`src/rtl/vgacrt_pkg.sv`:
```
// Shared types and constants for the VGA CRT timing controller.
// Holds the command codes, register indexes and port widths; no dependencies.
`default_nettype none

package vgacrt_pkg;

  localparam int NUM_REGS_DEF = 25;

  localparam int CMD_W       = 3;
  localparam int VALUE_W     = 8;
  localparam int CFG_W       = 5;
  localparam int OUT_TDATA_W = 64;

  typedef enum logic [CMD_W-1:0] {
    CMD_TICK     = 3'd0,
    CMD_WR_INDEX = 3'd1,
    CMD_WR_DATA  = 3'd2,
    CMD_RD_INDEX = 3'd3,
    CMD_RD_DATA  = 3'd4
  } cmd_t;

  localparam logic [7:0] REG_H_TOTAL       = 8'd0;
  localparam logic [7:0] REG_H_DISP_END    = 8'd1;
  localparam logic [7:0] REG_H_BLANK_START = 8'd2;
  localparam logic [7:0] REG_H_BLANK_END   = 8'd3;
  localparam logic [7:0] REG_H_SYNC_START  = 8'd4;
  localparam logic [7:0] REG_H_SYNC_END    = 8'd5;
  localparam logic [7:0] REG_V_TOTAL       = 8'd6;
  localparam logic [7:0] REG_OVERFLOW      = 8'd7;
  localparam logic [7:0] REG_PRESET_ROW    = 8'd8;
  localparam logic [7:0] REG_MAX_SCAN      = 8'd9;
  localparam logic [7:0] REG_START_HI      = 8'd12;
  localparam logic [7:0] REG_START_LO      = 8'd13;
  localparam logic [7:0] REG_V_SYNC_START  = 8'd16;
  localparam logic [7:0] REG_V_SYNC_END    = 8'd17;
  localparam logic [7:0] REG_V_DISP_END    = 8'd18;
  localparam logic [7:0] REG_OFFSET        = 8'd19;
  localparam logic [7:0] REG_V_BLANK_START = 8'd21;
  localparam logic [7:0] REG_V_BLANK_END   = 8'd22;
  localparam logic [7:0] REG_MODE_CTRL     = 8'd23;
  localparam logic [7:0] REG_LINE_COMPARE  = 8'd24;

  localparam logic [7:0] INVALID_INDEX = 8'hFF;

endpackage

`default_nettype wire

```
`src/rtl/vga_crt_timing_controller_core.sv`:
```
// Top level of the VGA CRT timing controller: register file, timing decode,
// raster counters and the output register. Depends on vgacrt_pkg.
//
//   Channel  Direction  Contents
//   s_*      in         one request: tuser = cmd, tdata = value
//   m_*      out        one result per request: counters, read byte, event flags
//   cfg_*    in         char_width register write
//
// A new request is taken every cycle while s_tready is high; its result is registered.
// The adder, multiply and compare chain of the tick path sets the clock.
// The result register sits between the sides, so s_tready stays high while a
// result waits, as long as m_tready takes it in the same cycle.
// Reset clears all state but m_tdata, the register file included, and sets char_width to 8.
`default_nettype none

module vga_crt_timing_controller_core #(
  parameter int NUM_REGS = vgacrt_pkg::NUM_REGS_DEF
) (
  input  wire logic                                clk,
  input  wire logic                                rst,
  input  wire logic                                s_tvalid,
  output      logic                                s_tready,
  // value[7:0]
  input  wire logic [vgacrt_pkg::VALUE_W-1:0]      s_tdata,
  // cmd[2:0]
  input  wire logic [vgacrt_pkg::CMD_W-1:0]        s_tuser,
  output      logic                                m_tvalid,
  input  wire logic                                m_tready,
  // read_data[7:0], h_pos[19:8], v_pos[30:20], row_scan[36:31],
  // mem_address[52:37], end_of_row[53], new_frame[54], render_frame[55],
  // mode_changed[56], irq_pending[57], blink_slow[58], blink_fast[59], zero
  output      logic [vgacrt_pkg::OUT_TDATA_W-1:0]  m_tdata,
  input  wire logic                                cfg_we,
  input  wire logic [vgacrt_pkg::CFG_W-1:0]        cfg_wdata
);

  import vgacrt_pkg::*;

  localparam int IDX_W = $clog2(NUM_REGS);

  logic [7:0]  raw_regs [NUM_REGS];
  logic [CFG_W-1:0] char_width;

  logic [7:0]  sel_index,       sel_index_next;
  logic [7:0]  h_total_chars,   h_total_chars_next;
  logic [7:0]  h_blank_begin,   h_blank_begin_next;
  logic [5:0]  h_blank_stop,    h_blank_stop_next;
  logic [9:0]  v_total_lines,   v_total_lines_next;
  logic [9:0]  v_display_end,   v_display_end_next;
  logic [9:0]  v_sync_begin,    v_sync_begin_next;
  logic [9:0]  split_line,      split_line_next;
  logic [4:0]  max_scan,        max_scan_next;
  logic        scan_double,     scan_double_next;
  logic [4:0]  preset_row,      preset_row_next;
  logic [15:0] start_addr,      start_addr_next;
  logic [7:0]  line_pitch,      line_pitch_next;
  logic        vint_enable,     vint_enable_next;
  logic [11:0] pixel_pos,       pixel_pos_next;
  logic [10:0] line_pos,        line_pos_next;
  logic [5:0]  row_counter,     row_counter_next;
  logic [15:0] line_start_addr, line_start_addr_next;
  logic [15:0] refresh_addr,    refresh_addr_next;
  logic        doubled_flag,    doubled_flag_next;
  logic [3:0]  frame_count,     frame_count_next;
  logic        timing_dirty,    timing_dirty_next;
  logic        irq_flag,        irq_flag_next;
  logic [1:0]  blink_bits,      blink_bits_next;

  logic        accept;
  cmd_t        cmd;
  logic        sel_valid;
  logic        raw_we;
  logic [7:0]  rd;
  logic        eor, nf, rf, mc;
  logic [13:0] htotal;
  logic        hb_wrap;
  logic [1:0]  hb_hi;
  logic [7:0]  hb_pos;
  logic [12:0] hblank;
  logic [11:0] pix_sum;

  assign s_tready  = !m_tvalid || m_tready;
  assign accept    = s_tvalid && s_tready;
  assign cmd       = cmd_t'(s_tuser);
  assign sel_valid = sel_index < 8'(NUM_REGS);
  assign raw_we    = accept && (cmd == CMD_WR_DATA) && sel_valid;

  // The blank end is the next character position after the blank start whose
  // low six bits match the stop value, kept to eight bits.
  assign hb_wrap = h_blank_begin[5:0] >= h_blank_stop;
  assign hb_hi   = h_blank_begin[7:6] + {1'b0, hb_wrap};
  assign hb_pos  = {hb_hi, h_blank_stop};
  assign hblank  = {5'b0, hb_pos} * {8'b0, char_width};
  assign htotal  = 14'({1'b0, h_total_chars} + 9'd5) * {9'b0, char_width};
  assign pix_sum = pixel_pos + {7'b0, char_width};

  always_comb begin
    sel_index_next       = sel_index;
    h_total_chars_next   = h_total_chars;
    h_blank_begin_next   = h_blank_begin;
    h_blank_stop_next    = h_blank_stop;
    v_total_lines_next   = v_total_lines;
    v_display_end_next   = v_display_end;
    v_sync_begin_next    = v_sync_begin;
    split_line_next      = split_line;
    max_scan_next        = max_scan;
    scan_double_next     = scan_double;
    preset_row_next      = preset_row;
    start_addr_next      = start_addr;
    line_pitch_next      = line_pitch;
    vint_enable_next     = vint_enable;
    pixel_pos_next       = pixel_pos;
    line_pos_next        = line_pos;
    row_counter_next     = row_counter;
    line_start_addr_next = line_start_addr;
    refresh_addr_next    = refresh_addr;
    doubled_flag_next    = doubled_flag;
    frame_count_next     = frame_count;
    timing_dirty_next    = timing_dirty;
    irq_flag_next        = irq_flag;
    blink_bits_next      = blink_bits;
    rd  = 8'd0;
    eor = 1'b0;
    nf  = 1'b0;
    rf  = 1'b0;
    mc  = 1'b0;
    if (accept) begin
      unique case (cmd)
        CMD_TICK: begin
          pixel_pos_next    = pix_sum;
          refresh_addr_next = refresh_addr + 16'd1;
          eor = {1'b0, pix_sum} == hblank;
          if ({2'b0, pix_sum} >= htotal) begin
            pixel_pos_next = 12'd0;
            line_pos_next  = line_pos + 11'd1;
            if (scan_double && !doubled_flag) begin
              doubled_flag_next = 1'b1;
            end else begin
              doubled_flag_next = 1'b0;
              row_counter_next  = row_counter + 6'd1;
            end
            if (row_counter_next > {1'b0, max_scan}) begin
              row_counter_next     = 6'd0;
              line_start_addr_next = line_start_addr + {7'b0, line_pitch, 1'b0};
            end
            if (line_pos_next == {1'b0, split_line}) begin
              line_start_addr_next = 16'd0;
              row_counter_next     = 6'd0;
            end
            refresh_addr_next = line_start_addr_next;
            if (vint_enable && line_pos_next == ({1'b0, v_display_end} + 11'd1)) begin
              irq_flag_next = 1'b1;
            end
            nf = line_pos_next == {1'b0, v_sync_begin};
            if (line_pos_next >= ({1'b0, v_total_lines} + 11'd2)) begin
              rf = 1'b1;
              frame_count_next     = frame_count + 4'd1;
              doubled_flag_next    = 1'b0;
              line_pos_next        = 11'd0;
              row_counter_next     = {1'b0, preset_row};
              line_start_addr_next = start_addr;
              refresh_addr_next    = start_addr;
              if (timing_dirty) begin
                timing_dirty_next = 1'b0;
                mc = 1'b1;
              end
              if (frame_count_next[2:0] == 3'd0) begin
                blink_bits_next[0] = ~blink_bits[0];
              end
              if (frame_count_next == 4'd0) begin
                blink_bits_next[1] = ~blink_bits[1];
              end
            end
          end
        end
        CMD_WR_INDEX: begin
          if ({3'b0, s_tdata[4:0]} > 8'(NUM_REGS - 1)) begin
            sel_index_next = INVALID_INDEX;
          end else begin
            sel_index_next = {3'b0, s_tdata[4:0]};
          end
        end
        CMD_WR_DATA: begin
          unique case (sel_index) inside
            REG_H_TOTAL: begin
              h_total_chars_next = s_tdata;
              timing_dirty_next  = 1'b1;
            end
            REG_H_BLANK_START: begin
              h_blank_begin_next = s_tdata;
              timing_dirty_next  = 1'b1;
            end
            REG_H_BLANK_END: begin
              // A write here also clears the high bit held from the sync end register.
              h_blank_stop_next = {1'b0, s_tdata[4:0]};
              timing_dirty_next = 1'b1;
            end
            REG_H_SYNC_END: begin
              h_blank_stop_next = {s_tdata[7], h_blank_stop[4:0]};
              timing_dirty_next = 1'b1;
            end
            REG_V_TOTAL: begin
              v_total_lines_next = {v_total_lines[9:8], s_tdata};
              timing_dirty_next  = 1'b1;
            end
            REG_OVERFLOW: begin
              v_total_lines_next = {s_tdata[5], s_tdata[0], v_total_lines[7:0]};
              v_display_end_next = {s_tdata[6], s_tdata[1], v_display_end[7:0]};
              v_sync_begin_next  = {s_tdata[7], s_tdata[2], v_sync_begin[7:0]};
              split_line_next    = {split_line[9], s_tdata[4], split_line[7:0]};
              timing_dirty_next  = 1'b1;
            end
            REG_PRESET_ROW: begin
              preset_row_next   = s_tdata[4:0];
              timing_dirty_next = 1'b1;
            end
            REG_MAX_SCAN: begin
              max_scan_next     = s_tdata[4:0];
              split_line_next   = {s_tdata[6], split_line[8:0]};
              scan_double_next  = s_tdata[7];
              timing_dirty_next = 1'b1;
            end
            REG_START_HI: begin
              start_addr_next = {s_tdata, start_addr[7:0]};
            end
            REG_START_LO: begin
              start_addr_next = {start_addr[15:8], s_tdata};
            end
            REG_V_SYNC_START: begin
              v_sync_begin_next = {v_sync_begin[9:8], s_tdata};
              timing_dirty_next = 1'b1;
            end
            REG_V_SYNC_END: begin
              if (!s_tdata[4]) begin
                irq_flag_next = 1'b0;
              end
              vint_enable_next  = ~s_tdata[5];
              timing_dirty_next = 1'b1;
            end
            REG_V_DISP_END: begin
              v_display_end_next = {v_display_end[9:8], s_tdata};
              timing_dirty_next  = 1'b1;
            end
            REG_OFFSET: begin
              line_pitch_next   = s_tdata;
              timing_dirty_next = 1'b1;
            end
            REG_LINE_COMPARE: begin
              split_line_next   = {split_line[9:8], s_tdata};
              timing_dirty_next = 1'b1;
            end
            REG_H_DISP_END, REG_H_SYNC_START, REG_V_BLANK_START, REG_V_BLANK_END,
            REG_MODE_CTRL: begin
              timing_dirty_next = 1'b1;
            end
            default: begin
            end
          endcase
        end
        CMD_RD_INDEX: begin
          rd = sel_index;
        end
        CMD_RD_DATA: begin
          rd = sel_valid ? raw_regs[sel_index[IDX_W-1:0]] : INVALID_INDEX;
        end
        default: begin
        end
      endcase
    end
  end

  always_ff @(posedge clk) begin
    if (rst) begin
      for (int i = 0; i < NUM_REGS; i++) begin
        raw_regs[i] <= 8'd0;
      end
    end else if (raw_we) begin
      raw_regs[sel_index[IDX_W-1:0]] <= s_tdata;
    end
  end

  always_ff @(posedge clk) begin
    if (rst) begin
      char_width <= CFG_W'(8);
    end else if (cfg_we) begin
      char_width <= cfg_wdata;
    end
  end

  always_ff @(posedge clk) begin
    if (rst) begin
      sel_index       <= 8'd0;
      h_total_chars   <= 8'd0;
      h_blank_begin   <= 8'd0;
      h_blank_stop    <= 6'd0;
      v_total_lines   <= 10'd0;
      v_display_end   <= 10'd0;
      v_sync_begin    <= 10'd0;
      split_line      <= 10'd0;
      max_scan        <= 5'd0;
      scan_double     <= 1'b0;
      preset_row      <= 5'd0;
      start_addr      <= 16'd0;
      line_pitch      <= 8'd0;
      vint_enable     <= 1'b0;
      pixel_pos       <= 12'd0;
      line_pos        <= 11'd0;
      row_counter     <= 6'd0;
      line_start_addr <= 16'd0;
      refresh_addr    <= 16'd0;
      doubled_flag    <= 1'b0;
      frame_count     <= 4'd0;
      timing_dirty    <= 1'b0;
      irq_flag        <= 1'b0;
      blink_bits      <= 2'd0;
    end else begin
      sel_index       <= sel_index_next;
      h_total_chars   <= h_total_chars_next;
      h_blank_begin   <= h_blank_begin_next;
      h_blank_stop    <= h_blank_stop_next;
      v_total_lines   <= v_total_lines_next;
      v_display_end   <= v_display_end_next;
      v_sync_begin    <= v_sync_begin_next;
      split_line      <= split_line_next;
      max_scan        <= max_scan_next;
      scan_double     <= scan_double_next;
      preset_row      <= preset_row_next;
      start_addr      <= start_addr_next;
      line_pitch      <= line_pitch_next;
      vint_enable     <= vint_enable_next;
      pixel_pos       <= pixel_pos_next;
      line_pos        <= line_pos_next;
      row_counter     <= row_counter_next;
      line_start_addr <= line_start_addr_next;
      refresh_addr    <= refresh_addr_next;
      doubled_flag    <= doubled_flag_next;
      frame_count     <= frame_count_next;
      timing_dirty    <= timing_dirty_next;
      irq_flag        <= irq_flag_next;
      blink_bits      <= blink_bits_next;
    end
  end

  always_ff @(posedge clk) begin
    if (rst) begin
      m_tvalid <= 1'b0;
    end else if (accept) begin
      m_tvalid <= 1'b1;
    end else if (m_tready) begin
      m_tvalid <= 1'b0;
    end
  end

  always_ff @(posedge clk) begin
    if (accept) begin
      m_tdata <= {4'b0, blink_bits_next[0], blink_bits_next[1], irq_flag_next, mc, rf, nf,
                  eor, refresh_addr_next, row_counter_next, line_pos_next, pixel_pos_next,
                  rd};
    end
  end

endmodule

`default_nettype wire

```
`config.mk`:
```
export PLATFORM = sky130hd
export DESIGN_NAME = vga_crt_timing_controller_core
export DESIGN_NICKNAME = d
export VERILOG_FILES = /design/src/rtl/vgacrt_pkg.sv /design/src/rtl/vga_crt_timing_controller_core.sv
export SDC_FILE = /design/constraint.sdc
export NUM_CORES = 1
export LEC_CHECK = 0
export ABC_AREA = 0
export BUFFER_PORTS_ARGS = -buffer_cell sky130_fd_sc_hd__buf_2
export CAP_MARGIN = 20
export CORE_MARGIN = 2
export CORE_UTILIZATION = 50
export CTS_BUF_LIST = sky130_fd_sc_hd__clkbuf_4
export DETAILED_ROUTE_END_ITERATION = 6
export HOLD_SLACK_MARGIN = 0.06
export PLACE_DENSITY = 0.67
export SKIP_LAST_GASP = 1
export SLEW_MARGIN = 10
export SYNTH_ARGS = -nofsm -noshare
export SYNTH_HDL_FRONTEND = slang
export SYNTH_SLANG_ARGS = --single-unit
```
`constraint.sdc`:
```
create_clock -name clk -period 6.43 [get_ports clk]
set_clock_uncertainty 0.1 [all_clocks]
set_input_delay 0.3215 -clock clk [delete_from_list [all_inputs] [get_ports clk]]
set_output_delay 0.3215 -clock clk [all_outputs]
set_load 0.01 [all_outputs]
```
Word-level counts from Yosys, hierarchy flattened
Memory sizes are Yosys's and may differ from the RTL's. A register that Yosys moved wholly into a read port is not among the register bits. Cells that the tools add are included.

Add/subtract/negate cells: 10. Bitwise operators: 12. Mux-type cells: 64. Order comparisons: 6. Reduce and logical (&&, ||, !) cells: 42. Multiply operators: 2. Eq/ne operators: 30.

Operators with widths (count): $mux W16 (6); $eq A8 B5 Y1 const B (8); $mux W6 (10); $pmux W10 S2 (3); $mux W11 (4); $reduce_and A4 Y1 (10); $mux W12 (3); $eq A8 B3 Y1 const B (4); $eq A8 B4 Y1 const B (4); $pmux W16 S2 (1); $pmux W10 S3 (1); $reduce_and A3 Y1 (9); $mux W8 (3); $eq A11 B10 Y1 (2); $mux W1 (22); $reduce_and A5 Y1 (4); $reduce_or A18 Y1 (1); $add A16 B1 Y16 const B (1); $add A16 B9 Y16 (1); $eq A8 B2 Y1 const B (2); $pmux W8 S2 (1); $mux W5 (3); $ge A12 B14 Y1 (1); $mul A9 B5 Y14 (1); 34 further kinds (61).

Flip-flop bits (word level): 242. Output and inout port bits: 66. Input bits: 21. Logic and storage cells: 204. Memories kept: 1. Bits in writable memories: 200.

Memories: raw_regs (depth 25, bits a word 8, read ports 1, clocked after memory_dff 1, wr ports 25, RTL line vga_crt_timing_controller_core.sv:41) `logic [7:0] raw_regs [NUM_REGS];`.

Longest topological paths before layout
Gate-level depths: netlist of run 1.

Depth after elaboration: 13. Mapped depth: 25. Depth with buffers taken out: 24.

Worst setup path after synthesis of run 1
OpenSTA, ideal clock, no wires.

Path kind: register to register. Start point: register h_total_chars[0]. End point: register m_tdata[50] (netlist bit) (data pin). Cell stages (with the launch flop): 24. Buffers on the path: 2. Arrival: 5.343 ns. Data required time: 6.065 ns. Setup slack: 0.721 ns. Library setup time: 0.265 ns. Period minus slack after synthesis: 5.709 ns. Path through: dfxtp_1 ha_1 o21ai_0 xor2_1 nor2b_1 fa_1 fa_1 inv_1 fa_1 inv_1 ha_1 a21oi_1 o21a_1 xor2_1 ha_1 a211o_1 o211ai_1 a21oi_1 a211o_1 o211a_2 nand2_2 buf_2 buf_2 o211ai_1.

Word-level cells in the longest chain between the ends: 6.

Ends and longest elaborated chain: from (decl) (RTL line vga_crt_timing_controller_core.sv:45) `logic [7:0] h_total_chars, h_total_chars_next;`; from (signal assigned) (RTL line vga_crt_timing_controller_core.sv:318) `h_total_chars <= h_total_chars_next;`; $add A8 B3 Y9 (RTL line vga_crt_timing_controller_core.sv:94) `assign htotal = 14'({1'b0, h_total_chars} + 9'd5) * {9'b0, char_width};`; $mul A9 B5 Y14 (RTL line vga_crt_timing_controller_core.sv:94); $ge A12 B14 Y1 (RTL line vga_crt_timing_controller_core.sv:133) `if ({2'b0, pix_sum} >= htotal) begin`; $mux W16 (RTL line vga_crt_timing_controller_core.sv:133); $mux W16 (RTL line vga_crt_timing_controller_core.sv:128) `unique case (cmd)`; $mux W16 (RTL line vga_crt_timing_controller_core.sv:127) `if (accept) begin`; named net refresh_addr_next[13] (RTL line vga_crt_timing_controller_core.sv:62) `logic [15:0] refresh_addr, refresh_addr_next;`; to (signal assigned) (RTL line vga_crt_timing_controller_core.sv:356) `m_tdata <= {4'b0, blink_bits_next[0], blink_bits_next[1], irq_flag_next, mc, rf, nf,`; to (decl) (RTL line vga_crt_timing_controller_core.sv:32) `output logic [vgacrt_pkg::OUT_TDATA_W-1:0] m_tdata,`.

The timed path passes the listed nets, and every way through them passes these cells. A chain may end at the register's enable or synchronous reset.

Worst setup path after layout of run 1
Start point: register h_total_chars[0]. End point: register pixel_pos[6].

Word-level cells in the longest chain between the ends: 6.

Ends and longest elaborated chain: $add A8 B3 Y9 (RTL line vga_crt_timing_controller_core.sv:94); $mul A9 B5 Y14 (RTL line vga_crt_timing_controller_core.sv:94); $ge A12 B14 Y1 (RTL line vga_crt_timing_controller_core.sv:133); $mux W12 (RTL line vga_crt_timing_controller_core.sv:133); $mux W12 (RTL line vga_crt_timing_controller_core.sv:128); $mux W12 (RTL line vga_crt_timing_controller_core.sv:127); named net pixel_pos_next[6] (RTL line vga_crt_timing_controller_core.sv:58) `logic [11:0] pixel_pos, pixel_pos_next;`; to (signal assigned) (RTL line vga_crt_timing_controller_core.sv:331) `pixel_pos <= pixel_pos_next;`; to (decl) (RTL line vga_crt_timing_controller_core.sv:58).

The timed path passes the listed nets, and every way through them passes these cells.

==> results by group, run 1 <==
Status
  • Status: finished clean

Worst setup path
  • CP max stage cell: fa_1
  • CP Launch Point: h_total_chars[0]$_SDFFE_PP0P_
  • R2R setup slack: 0.34 ns
  • WP data arrival: 6.85 ns
  • CP required: 7.19 ns
  • Critical Setup Path Class: reg2reg
  • Critical path endpoint: pixel_pos[6]$_SDFF_PP0_
  • Worst R2R Path Depth: 25
  • CP startpoint kind: flop
  • Crit-path most repeated cell: fa_1
  • CP max stage delay: 0.54 ns
  • Setup crit end kind: flop
  • CP max FO: 15
  • Reg-to-Reg End: pixel_pos[6]$_SDFF_PP0_
  • Worst reg2reg path startpoint: h_total_chars[0]$_SDFFE_PP0P_

Floorplanning
  • Die X: 235 um
  • Ports: 87
  • Core area: 52,700 um2
  • Number of core rows: 84
  • Die H: 235 um
  • Die outline area: about 55,000 um2
  • Initial Util: 0.506

Detailed routing
  • Drt pass-1 iters: 5
  • Final wirelength: 68,000 um
  • First DRT Iteration DRCs: 1,316
  • Via count: 19,200
  • Drt drc: 0
  • Via density: 5.69
  • Final ANT Viol Nets: 0
  • WL/cell: between 20 and 25 um

Power and ir drop
  • Combinational cell fraction of total power: 0.068
  • Internal: approximately 5400 uW
  • Sequential share of power: 0.504
  • Total power density per cell area: 234 nW/um2
  • Static Leak: 0.0121 uW
  • Peak VDD IR: 0.137 mV
  • NetSw: 1700 uW
  • Sw Ratio: 0.240
  • Clock share of power: 0.428

Clock tree
  • CTS tree: built
  • CTS buffer count: roughly 140
  • Clock sink total: ~500
  • Clock tree buffer depth: 3
  • H-Tree Level Count: 4
  • Worst skew pair latency: about 0.96 ns
  • Reg clk slew, reported paths: 0.06 ns
  • Clock Root Buffer: clkbuf_4

Final layout
  • Finished Layout Cells: 3,370
  • Final core occ: 0.574
  • Fin nets: 2,732
  • Most frequent cells in the layout: edfxtp_1, and2_1, clkbuf_4, dfxtp_1, nand2_1
  • Most common cell after layout, fill and taps aside: edfxtp_1
  • Layout cells sized above 1: 0.189
  • Area grow syn2layout: 13.5%

Global route
  • Initial antenna violation count: 2
  • Aggregate global routing overflow: 0
  • First-pass GRT wire length: 107,000 um
  • Largest net degree at the start of global routing: 77
  • Gr usage total: 0.249
  • Vias in the first global route: 19,200

STA
  • Slew margin rel.: 0.232
  • Slew @ Worst Pin: 1.14 ns
  • Setup_tns: 0 ns
  • Endpoints failing setup: 0
  • Slew Viols, Final: 0
  • Hold Vio Cnt, Final: 0
  • Final hold slack: 0.210 ns
  • Crit path time final: 6.09 ns
  • Max Freq: 164 MHz
  • Final Cycle Share: 0.947

Synth
  • Synth warnings: 0
  • Number of flops mapped to enable cells by yosys: 316
  • Main area contributors after synthesis: edfxtp_1, dfxtp_1, mux4_2
  • Synthesized area: 26,600 um2
  • Avg Inst Size Synth: 11.4 um2
  • Yosys top cell area share: 0.356
  • Sequential area share after synthesis: 0.495
  • Top_reg_cell synth: edfxtp_1
  • Synth cell types: a little under 90
  • Post-Synthesis Cells: roughly 2,300
  • Area leader, netlist: edfxtp_1
  • Flops & latches, synth: ~500
  • Synth async-reset ratio: 0

Job
  • Max cap viols: 0

Place
  • I/O Buffers: 82
  • GP Congestion: 0.889
  • Post-DP HPWL: 44,700 um
  • Dpl cells: approximately 3,100

Hold path
  • Worst Hold Class: in2reg
[cells by family (layout without fill, tap and decap cells)]
kind of cell,Yosys count,after routing,synth area share
buf+inv,213,487,0.0323
fa+ha+maj,140,140,0.0773
other cells,1,64,0.000141
mux,166,166,0.100
flops,501,501,0.495
compound gates,350,350,0.0824
xor+xnor,115,115,0.0394
simple gates,859,859,0.173
[per-layer routing]
metal  part of all wire  vias to the layer above  routed length [um]  GRT usage
met4              0.027                        0                1810     0.0942
met3              0.064                      143                4330     0.0550
met2               0.49                      635               33100      0.409
li1                   -                     8917                   -          -
met1               0.42                     9471               28700      0.323
met5                  0                        -                   0          0
[registers in the layout, indices dropped and copies added, names as in the netlist, 2 cells and up, named ones only]
name,cells
line_pitch,8
start_addr,16
h_total_chars,8
m_tdata,60
h_blank_stop,6
line_start_addr,16
line_pos,11
row_counter,6
preset_row,5
raw_regs,256
refresh_addr,16
sel_index,6
blink_bits,2
split_line,10
v_sync_begin,10
char_width,5
h_blank_begin,8
pixel_pos,12
frame_count,4
max_scan,5
v_display_end,10
v_total_lines,10
[area by class of cell]
cell class / count / area [um2]
clock buffer: 217 / 1630
timing repair buffer: 165 / 1140
multi-input combinational: 1690 / 12900
inverter: 77 / 289
clock inverter: 28 / 229
antenna: 4 / 10.0
tap: 688 / 861
sequential: 501 / 13200
fill: 4423 / 22400
[how the worst min path moves through the flow]
stage | start | to | cells past startpoint
final | cfg_we | char_width[3]$_SDFFE_PP1P_ | 4
after global routing | cfg_we | char_width[3]$_SDFFE_PP1P_ | 4
after CTS | cfg_we | char_width[3]$_SDFFE_PP1P_ | 4
after detailed placement | v_total_lines[0]$_SDFFE_PP0P_ | v_total_lines[0]$_SDFFE_PP0P_ | 2
after global placement | line_start_addr[0]$_SDFFE_PP0P_ | line_start_addr[0]$_SDFFE_PP0P_ | 2
after floorplan | s_tdata[0] | raw_regs[25][0]$_DFFE_PP_ | 0
[Yosys cell counts (11+ instances only)]
master / count
a211oi_1: 19
nand4_1: 19
nor2b_1: 28
mux2i_1: 82
nor3_1: 28
nor4_1: 16
fa_1: 41
o21ai_0: 87
nand2_1: 172
and3_1: 27
nor2_1: 155
dfxtp_1: 185
a21oi_1: 127
and2_1: 260
or3_1: 12
inv_1: 76
clkbuf_1: 95
nand3_1: 53
a22o_1: 11
nand2b_1: 26
xnor2_1: 70
buf_2: 26
xor2_1: 42
mux4_2: 80
edfxtp_1: 316
ha_1: 99
a21o_1: 22
[power by group through the flow]
stage               clock network [uW]  registers [uW]  logic, uW
floorplan                            0            3620        291
global placement                     0            3630        451
detailed placement                   0            3640        460
CTS                               3110            3570        478
global route                      3280            3570        524
finish                            3030            3570        483
[repair_timing]
action / 4_1_cts / 5_1_grt
setup buffers: 0 / 1
setup endpoints to repair: 0 / 118
hold buffers: 33 / 0
gates resized for setup: 0 / 17
hold endpoints to repair: 378 / 0
[stage by stage]
| step | instance area [um2] | power, uW | worst slack [ns] |
|---|---|---|---|
| after floorplan | 26900 | 3910 | 0.721 |
| after global placement | 27900 | 4080 | 0.215 |
| after detailed placement | 27900 | 4100 | 0.0848 |
| after CTS | 30100 | 7160 | 0.130 |
| after global routing | 30200 | 7380 | -0.0281 |
| final | 30200 | 7080 | 0.340 |
[worst max-delay path, delay by kind of cell (launching register included)]
kind | cells | cell delay (ns)
AOI/OAI and AO/OA | 8 | 1.35
xor gates and xnor gates | 2 | 0.38
adders and majority gates | 6 | 2.39
buffers and inverters | 4 | 0.54
DFF | 1 | 0.40
and+or+nand+nor | 5 | 0.86
Power figures use the tool's default switching activity.
==> inputs of run 2 (changes only) <==
REMOVE_ABC_BUFFERS = 1   (was default)
==> run 2 against run 1 <==
Net effect: combinational power rose by 1%; critical path type unchanged; power fell by 3.1%; final area fell by 0.37%; clock power fell by 7.6%; fmax fell by 0.24%; non-clock buffer count rose by 4; via count fell by 0.36%; largest cell class unchanged.
==> results by group, run 2 (synthesis gave the netlist of run 1 again) <==
Worst setup path
  • CP Launch Point: h_total_chars[1]$_SDFFE_PP0P_
  • CP max FO: 9 (-6)
  • R2R setup slack: 0.33 ns (about the same)
  • CP required: 7.22 ns (+0.03 ns)
  • CP startpoint kind: flop
  • Worst reg2reg path startpoint: h_total_chars[1]$_SDFFE_PP0P_
  • Reg-to-Reg End: pixel_pos[0]$_SDFF_PP0_
  • Setup crit end kind: flop
  • Critical Setup Path Class: reg2reg
  • Worst R2R Path Depth: 24 (-4.0%)
  • WP data arrival: 6.90 ns (+0.05 ns)
  • Critical path endpoint: pixel_pos[0]$_SDFF_PP0_

Final layout
  • Most frequent cells in the layout: edfxtp_1, and2_1, clkbuf_4, dfxtp_1, nand2_1
  • Layout cells sized above 1: 0.182 (-0.00679)
  • Most flops, register: raw_regs
  • Area grow syn2layout: 13.1%
  • Largest register FFs: 256 (unchanged)
  • Largest registers: raw_regs (256), m_tdata (60)
  • Fin nets: 2,733 (+0.037%)
  • Final instance area: 30,100 um2 (-0.37%)
  • Most common cell after layout, fill and taps aside: edfxtp_1

Global route
  • First-pass GRT wire length: 108,000 um (+1.1%)
  • Met1 Use GR: 0.328 (+0.00556)
  • Aggregate global routing overflow: 0 (unchanged)
  • Met3 Use GR: 0.0624 (+0.00740)
  • Met2 Track Usage GR: 0.403 (-0.00624)
  • Initial antenna violation count: 2 (unchanged)
  • Vias in the first global route: 19,400 (+1.0%)
  • Gr usage total: 0.251 (+0.00216)
  • Top Usage Layer GRT: met2
  • Largest net degree at the start of global routing: 67 (-13%)

Floorplanning
  • Die H: 235 um (unchanged)
  • Number of core rows: 84 (unchanged)
  • Core area: 52,700 um2 (unchanged)
  • Initial Util: 0.506 (unchanged)
  • Die X: 235 um (unchanged)
  • Die outline area: 55,100 um2 (unchanged)
  • Ports: 87 (unchanged)

Clock tree
  • Clock tree buffer depth: 3 (unchanged)
  • CTS buffer count: 133 (-2.2%)
  • H-Tree Level Count: 4 (unchanged)
  • Clock Root Buffer: clkbuf_4
  • Clock sink total: 501 (unchanged)
  • Worst skew pair latency: 0.97 ns (about the same)
  • Reg clk slew, reported paths: 0.06 ns (about the same)
  • CTS tree: built

Detailed routing
  • First DRT Iteration DRCs: 1,410 (+7.1%)
  • Final ANT Viol Nets: 0 (unchanged)
  • Via count: 19,100 (-0.36%)
  • Via density: 5.68 (about the same)
  • Final wirelength: 68,500 um (+0.76%)
  • Drt drc: 0 (unchanged)
  • Drt pass-1 iters: 6 (+1)
  • WL/cell: 20.4 um (+1.1%)

Power and ir drop
  • Total power density per cell area: 228 nW/um2 (-2.8%)
  • Static Leak: 0.0121 uW (-0.46%)
  • Peak VDD IR: 0.143 mV (+4.6%)

Hold path
  • Worst Hold Class: in2reg
  • WHS Path Cells: 4 (unchanged)

STA
  • Final Cycle Share: 0.949 (+0.00223)
  • Endpoints failing setup: 0 (unchanged)
  • RSZ-0062 raised after global routing: false
  • Slew Viols, Final: 0 (unchanged)
  • Setup_tns: 0 ns (unchanged)
  • Slew margin rel.: 0.203 (-0.0293)
  • Crit path time final: 6.10 ns (+0.0143 ns)
  • Max Freq: 164 MHz (-0.24%)
  • Slew @ Worst Pin: 1.19 ns (+0.0531 ns)
  • Hold Vio Cnt, Final: 0 (unchanged)

Job
  • Max cap viols: 0 (unchanged)

Status
  • Status: finished clean

Place
  • Post-DP Area: 28,000 um2 (+0.14%)
  • I/O Buffers: 82 (unchanged)
  • GP Congestion: 0.881 (-0.89%)
  • Post-DP HPWL: 44,000 um (-1.7%)
run 2: stage by stage:
stage,hold slack (ns),util,cells,total power [uW],setup WS (ns)
2_1_floorplan,0.291,-,2268,3870,0.351
3_3_place_gp,0.366,0.531,3084,4080,0.277
3_5_place_dp,0.370,0.531,3085,4090,0.141
4_1_cts,0.0696,0.570,3353,6920,0.114
5_1_grt,0.180,0.572,3357,7140,0.00156
6_report,0.180,0.572,3360,6860,0.326
run 2: per-layer routing:
layer  wire length, um  up-vias
met5                 0        -
met4              1890        0
met3              4740      132
met2             32300      690
met1             29600     9373
li1                  -     8902
run 2: worst max-delay path, cell delays in order (launching register included):
cell and delay [ns]:
dfxtp_1 0.34, ha_1 0.23, o21ai_1 0.16, xor2_1 0.34, nor2b_1 0.14, fa_1 0.56, inv_1 0.06, fa_1 0.50
fa_1 0.55, inv_1 0.04, ha_1 0.36, and4_1 0.22, o21ai_0 0.12, nand3_1 0.12, a21oi_1 0.21, xor2_1 0.17
ha_1 0.26, o21ai_0 0.15, a21oi_1 0.06, a211o_1 0.36, o211a_4 0.20, nor2_4 0.27, buf_4 0.22, a22o_1 0.18
and2_1 0.13
run 2: what timing repair did:
action | CTS | global route
setup endpoints to repair | 0 | 88
setup buffers | 0 | 2
endpoints found under the hold margin | 351 | 0
gates resized for setup | 0 | 16
hold buffers | 37 | 0
run 2: worst min-delay path by stage:
| stage | startpoint | endpoint |
|---|---|---|
| 6_report | m_tready | m_tdata[1]$_DFFE_PP_ |
| 5_1_grt | m_tready | m_tdata[57]$_DFFE_PP_ |
| 4_1_cts | m_tready | m_tdata[57]$_DFFE_PP_ |
| 3_5_place_dp | line_start_addr[1]$_SDFFE_PP0P_ | line_start_addr[1]$_SDFFE_PP0P_ |
| 3_3_place_gp | vint_enable$_SDFFE_PP0P_ | vint_enable$_SDFFE_PP0P_ |
| 2_1_floorplan | rst | irq_flag$_SDFF_PP0_ |
run 2: area by class of cell:
class | instances | area, um2
flip-flops and latches | 501 | 13200
repair buffers | 169 | 1220
inverters | 77 | 289
fillers | 4456 | 22500
clock inverters | 34 | 194
multi-input cells | 1690 | 12900
clock buffers | 197 | 1480
well taps | 688 | 861
diodes | 4 | 10.0
run 2: power by group:
group	switching (uW)	leakage [uW]	internal, uW
registers	53.8	0.00471	3510
logic	302	0.00637	187
clock network	1330	0.00101	1480
